$ cat src/rtl/lmqs_desc_table.sv
// queue descriptor memory: head, tail and count per queue, two read ports
`timescale 1ns / 1ps
`default_nettype none

module lmqs_desc_table #(
    parameter int DEPTH = 10,
    parameter int AW    = 4,
    parameter int DW    = 25
) (
    input  wire logic          aclk,
    input  wire logic          aresetn,
    input  wire logic [AW-1:0] rd_a_addr,
    input  wire logic [AW-1:0] rd_b_addr,
    output logic      [DW-1:0] rd_a_data,
    output logic      [DW-1:0] rd_b_data,
    input  wire logic          wr_en,
    input  wire logic [AW-1:0] wr_addr,
    input  wire logic [DW-1:0] wr_data
);

    logic [DW-1:0] mem [DEPTH];
    logic [DEPTH-1:0] valid_reg;
    logic [DW-1:0] rd_a_reg;
    logic [DW-1:0] rd_b_reg;

    // entries never written read as an empty queue
    always_ff @(posedge aclk) begin
        if (!aresetn) begin
            valid_reg <= '0;
        end else if (wr_en) begin
            valid_reg[wr_addr] <= 1'b1;
        end
    end

    always_ff @(posedge aclk) begin
        if (wr_en) begin
            mem[wr_addr] <= wr_data;
        end
        rd_a_reg <= valid_reg[rd_a_addr] ? mem[rd_a_addr] : '0;
        rd_b_reg <= valid_reg[rd_b_addr] ? mem[rd_b_addr] : '0;
    end

    assign rd_a_data = rd_a_reg;
    assign rd_b_data = rd_b_reg;

endmodule

`default_nettype wire

$ cat config.mk
export PLATFORM = sky130hd
export DESIGN_NAME = lmqs_desc_table
export DESIGN_NICKNAME = d
export VERILOG_FILES = /design/src/rtl/lmqs_desc_table.sv
export SDC_FILE = /design/constraint.sdc
export NUM_CORES = 1
export LEC_CHECK = 0
export BUFFER_PORTS_ARGS = -buffer_cell sky130_fd_sc_hd__buf_4
export CAP_MARGIN = 0
export CORE_ASPECT_RATIO = 0.6
export CORE_MARGIN = 5
export CORE_UTILIZATION = 36
export CTS_CLUSTER_SIZE = 24
export DETAILED_ROUTE_END_ITERATION = 6
export PLACE_DENSITY = 0.64
export SLEW_MARGIN = 20
export SYNTH_ARGS = -nofsm -noshare
export SYNTH_HDL_FRONTEND = slang
export SYNTH_SLANG_ARGS = --single-unit
$ cat constraint.sdc
create_clock -name aclk -period 5.6 [get_ports aclk]
set_clock_uncertainty 0.1 [all_clocks]
set_input_delay 1.68 -clock aclk [delete_from_list [all_inputs] [get_ports aclk]]
set_output_delay 1.68 -clock aclk [all_outputs]
set_load 0.02 [all_outputs]
==> results of run 1 <==
## power breakdown
group	switching [µW]	total [µW]	internal, µW
logic	205	390	185
clock network	845	1930	1080
registers	24.0	2570	2540
## worst max path at each step
stage	from	cells after the start	endpoint	slack, ps
finish	rd_a_addr[0]	6	rd_a_data[5]$_SDFF_PN0_	2120
detailed placement	rd_a_addr[0]	6	rd_a_data[5]$_SDFF_PN0_	1540
floorplan	wr_addr[2]	2	mem[0][0]$_DFFE_PP_	1080
global route	rd_a_addr[0]	6	rd_a_data[7]$_SDFF_PN0_	1970
CTS	rd_a_addr[0]	6	rd_a_data[5]$_SDFF_PN0_	2120
global placement	rd_a_addr[0]	6	rd_a_data[1]$_SDFF_PN0_	1510
## placed cells by master, fill, tap and decap left out, types with 3 or more instances in the layout
cell,count
and2_1,25
clkbuf_1,5
nor2b_1,16
buf_4,106
a211oi_1,50
clkbuf_16,29
clkinv_1,4
edfxtp_1,250
clkbuf_8,3
mux4_2,116
clkinv_2,5
nor2_4,7
mux2i_1,29
dfxtp_1,60
mux4_1,11
nor2b_4,9
o21a_1,10
## cell type report
| cell class | instances | area, µm² | share of cell area |
|---|---|---|---|
| inverter | 2 | 7.51 | 0.000489 |
| tap | 476 | 596 | 0.0388 |
| timing repair buffer | 108 | 851 | 0.0554 |
| clock inverter | 15 | 133 | 0.00864 |
| multi-input combinational | 293 | 4280 | 0.278 |
| clock buffer | 37 | 786 | 0.0512 |
| sequential | 310 | 8710 | 0.567 |
## cell families after synthesis
family          count (synthesis)  synth area share
flops                         310             0.660
mux                           158             0.244
simple gates                   69            0.0360
compound gates                 66            0.0389
buf+inv                        50            0.0212
## per-stage QoR
stage | power [µW] | setup WS [ps] | hold WS [ps]
finish | 4880 | 2120 | 392
global route | 5060 | 1970 | 412
CTS | 4930 | 2120 | 396
detailed placement | 3010 | 1540 | 379
global placement | 3010 | 1510 | 361
floorplan | 2860 | 1080 | 352
## synthesized netlist by cell type (all sizes together)
library cell / number / area share
edfxtp: 250 / 0.57
mux4: 127 / 0.22
dfxtp: 60 / 0.091
a211oi: 50 / 0.028
buf: 29 / 0.015
mux2i: 29 / 0.022
and2: 25 / 0.012
nor2b: 25 / 0.017
clkbuf: 19 / 0.0054
o21a: 10 / 0.0057
nor2: 9 / 0.0026
a2bb2oi: 2 / 0.0013
a31oi: 2 / 0.00095
a32oi: 2 / 0.0025
inv: 2 / 0.00057
mux2: 2 / 0.0017
nand2: 2 / 0.00057
nand2b: 2 / 0.00095
nor3: 2 / 0.00076
and3: 1 / 0.00047
nand3b: 1 / 0.00057
nor3b: 1 / 0.00057
or3b: 1 / 0.00066
## critical path, stage by stage
cell,delay (ps)
buf_4,280
buf_4,700
mux4_2,590
and2_1,170
a211oi_1,240
a211oi_1,80
## metal layers
| layer | vias to the layer above | part of all wire | GRT usage |
|---|---|---|---|
| li1 | 2937 | - | - |
| met4 | 2 | 0.012 | 0.0240 |
| met1 | 3658 | 0.45 | 0.231 |
| met5 | - | 0.00063 | 0 |
| met3 | 39 | 0.073 | 0.0355 |
| met2 | 279 | 0.46 | 0.246 |
==> results.md, run 1 <==
- Resized Gates After CTS: 0
- Slew Limit Fails: 0
- Post-CTS setup buffer count: 0
- Layout area overhead: 16.4%
- Net count after synthesis: 693
- Post-route ant nets: 0
- Worst hold stages: 1
- Cells after DPL: 1187
- Drt total wl: 32.0 mm
- RSZ-0062 raised after global routing: false
- Max Freq: 288 MHz
- CTS tree: done
- Detailed-route vias per instance: 5.57
- R2R cell count: 5
- Initial DRC Count: 703
- Lkg Pwr: 0.00510 µW
- Hold Path Sink: valid_reg[2]$_SDFFE_PN0P_
- Largest net degree at the start of global routing: 53
- Share of the yosys chip area belonging to registers: 0.660
- Core area: 36300 µm²
- PD cells: 318 nW/µm²
- N_diodes: 0
- Layout Utilization: 0.423
- Slew headroom: 0.261
- Chip width: 257 µm
- Via Count: 6915
- Grt total ovfl: 0
- CTS Root Buffer Type: clkbuf_16
- Die H: 158 µm
- Hold path start: valid_reg[2]$_SDFFE_PN0P_
- Worst-margin pin slew: 1110 ps
- Hold buffers post-CTS: 0
- CTS buffer count: 28
- Final min period: 3480 ps
- CP arrival: 3770 ps
- Fin crit share: 0.621
- DRC errors left: 0
- Layout cells sized above 1: 0.379
- CTS clk-pin slew, worst paths: 70 ps
- Hpwl dp: 18.4 mm
- HP Class: reg2reg
- Nets: 783
- Fillers: 3128
- CP max FO: 41
- Hold Vio Cnt, Final: 0
- Fin cells: 1241
- Total GRT Usage: 0.156
- Avg WL per Cell: 25.8 µm
- Worst R2R End: rd_b_data[5]$_SDFF_PN0_
- Skew-Pair Late Insertion Delay: 550 ps
- Die area: 40700 µm²
- GP Congestion: 0.751
- Syn Inst Count: 653
- IO Count: 90
- Port Buffer Count: 89
- #FFs+latches synth: 310
- Max reg flops: 250
- Fin area: 15400 µm²
- Crit path kind: in2reg
- Post-Synthesis Cell Area: 13200 µm²
- Setup crit start kind: primary input
- Clock Path Buffers: 3
- DP Area: 14400 µm²
- Status: completed
- Mean Syn Cell Area: 20.2 µm²
- Setup TNS: 0 ps
- Max-cap viol count: 0
- Clock sinks: 310
- Worst VDD drop: 0.210 mV
- Crit end category: flop
- Most flop-heavy register: mem
- Number of library cell types mapped by synthesis: 30
- Vias in the first global route: 7141
- WP data required: 5900 ps
- First-pass GRT wire length: 47.8 mm
- H-tree levels: 1
- YS warnings: 0
- Reg-to-reg slack, setup: 3290 ps
- Initial Utilization: 0.364
- Pre-Repair DR Iteration Count: 5
- Final setup violation count: 0
- Initial antenna violation count: 1
- Reg-to-reg startpoint: valid_reg[7]$_SDFFE_PN0P_
- Site Rows: 54
No activity file was read; power rests on OpenSTA's default activity.
==> inputs of run 2 (changes only) <==
- PLACE_DENSITY: 0.64 -> 0.66
- clock period: 5.6 -> 2.9 ns (I/O delays scaled with it)
==> results.md, run 2 (same netlist as run 1, synthesis figures left out) <==
- Layout cells sized above 1: 0.399
- Max Freq: 469 MHz
- Via Count: 6983
- DRC errors left: 0
- Port Buffer Count: 89
- WP data required: 3260 ps
- Worst R2R End: rd_a_data[18]$_SDFF_PN0_
- Max reg flops: 250
- Most frequent cells in the layout: edfxtp_1 (250), mux4_2 (116), buf_4 (108), dfxtp_1 (60), a211oi_1 (50)
- Detailed-route vias per instance: 5.53
- Crit path kind: in2reg
- Layout Utilization: 0.435
- H-tree levels: 1
- Clock Path Buffers: 3
- RSZ-0062 raised after global routing: false
- CTS buffer count: 29
- Max-cap viol count: 0
- Chip width: 257 µm
- Post-route ant nets: 0
- Site Rows: 54
- Largest net degree at the start of global routing: 36
- GP Congestion: 0.784
- Fin crit share: 0.735
- CTS tree: done
- CTS Root Buffer Type: clkbuf_16
- Worst slack, placed: 183 ps
- Worst Setup SP: rd_b_addr[1]
- Post-CTS setup buffer count: 0
- Die area: 40700 µm²
- Hold Vio Cnt, Final: 0
- Core area: 36300 µm²
- Worst VDD drop: 0.442 mV
- Initial DRC Count: 730
- Grt total ovfl: 0
- Reg-to-reg slack, setup: 1070 ps
- Worst-margin pin slew: 548 ps
- Hpwl dp: 19.3 mm
- Resized Gates After CTS: 0
- CP max FO: 30
- Final setup violation count: 0
- Skew-Pair Late Insertion Delay: 570 ps
- First-pass GRT wire length: 47.7 mm
- Pre-Repair DR Iteration Count: 5
- N_diodes: 0
- PD cells: 617 nW/µm²
- Final min period: 2130 ps
- Total GRT Usage: 0.156
- Avg WL per Cell: 25.1 µm
- Commonest non-fill, non-tap cell in the layout: edfxtp_1
- CP arrival: 2490 ps
- Vias in the first global route: 7276
- Crit end category: flop
- Initial antenna violation count: 3
- R2R cell count: 5
- HP Class: reg2reg
- Nets: 803
- Drt total wl: 31.6 mm
- Die H: 158 µm
- Final setup margin: 769 ps
- Layout area overhead: 19.6%
- End of the critical path: rd_b_data[7]$_SDFF_PN0_
- IO Count: 90
- Reg-to-reg startpoint: valid_reg[7]$_SDFFE_PN0P_
- Setup crit start kind: primary input
- Status: completed
- Lkg Pwr: 0.00530 µW
- Most flop-heavy register: mem
- Slew Limit Fails: 0
- CTS clk-pin slew, worst paths: 60 ps
- Clock sinks: 310
- Hold buffers post-CTS: 0
- Slew headroom: 0.635
- Initial Utilization: 0.364
## run 2: cell types whose count changed in the layout (fill, tap and decap cells not counted), moves of 2 or more
cell and delta:
clkinv_4 +2, buf_12 +19, buf_16 -2, nor2_2 +6
nor3_2 -2, clkinv_1 -2, buf_4 +2, clkinv_2 +2
bufinv_16 +3, clkbuf_1 -2, clkbuf_8 -3, nor2_4 -6
nor3_4 +2
## run 2: area by class of cell
type,count,area (µm²)
clock buffer,32,737
clock inverter,22,278
fill,3095,20500
inverter,2,7.51
multi-input combinational,293,4260
sequential,310,8710
tap,476,596
timing repair buffer,127,1190
## run 2: how the worst min path moves through the flow
stage,start,to,cells past startpoint
4_1_cts,valid_reg[6]$_SDFFE_PN0P_,valid_reg[6]$_SDFFE_PN0P_,1
3_3_place_gp,valid_reg[3]$_SDFFE_PN0P_,valid_reg[3]$_SDFFE_PN0P_,1
2_1_floorplan,valid_reg[8]$_SDFFE_PN0P_,valid_reg[8]$_SDFFE_PN0P_,1
6_report,valid_reg[3]$_SDFFE_PN0P_,valid_reg[3]$_SDFFE_PN0P_,1
3_5_place_dp,valid_reg[6]$_SDFFE_PN0P_,valid_reg[6]$_SDFFE_PN0P_,1
5_1_grt,valid_reg[8]$_SDFFE_PN0P_,valid_reg[8]$_SDFFE_PN0P_,1
## run 2: metrics by stage
stage / cells / instance area [µm²] / total power, µW / hold slack [ps] / setup TNS (ps)
6_report: 1262 / 15800 / 9740 / 393 / 0
3_3_place_gp: 1208 / 14800 / 5850 / 366 / 0
3_5_place_dp: 1208 / 14800 / 5850 / 379 / 0
4_1_cts: 1262 / 15800 / 9860 / 395 / 0
2_1_floorplan: 653 / 13200 / 5530 / 352 / -9920
5_1_grt: 1262 / 15800 / 10100 / 410 / 0
## run 2: worst max-delay path: stages
cell     delay [ps]
buf_4           140
buf_12          260
mux4_1          590
mux4_2          460
nor2b_4         140
## run 2: layer usage
| metal | global-route usage | wire (µm) |
|---|---|---|
| met3 | 0.0382 | 2360 |
| met2 | 0.244 | 14400 |
| met4 | 0.0237 | 487 |
| met5 | 0 | 41 |
| met1 | 0.229 | 14400 |
## run 2: where the power goes
group | switching, µW | internal (µW) | total [µW]
Combinational | 399 | 392 | 791
Clock | 1680 | 2310 | 3990
Sequential | 47.4 | 4910 | 4960
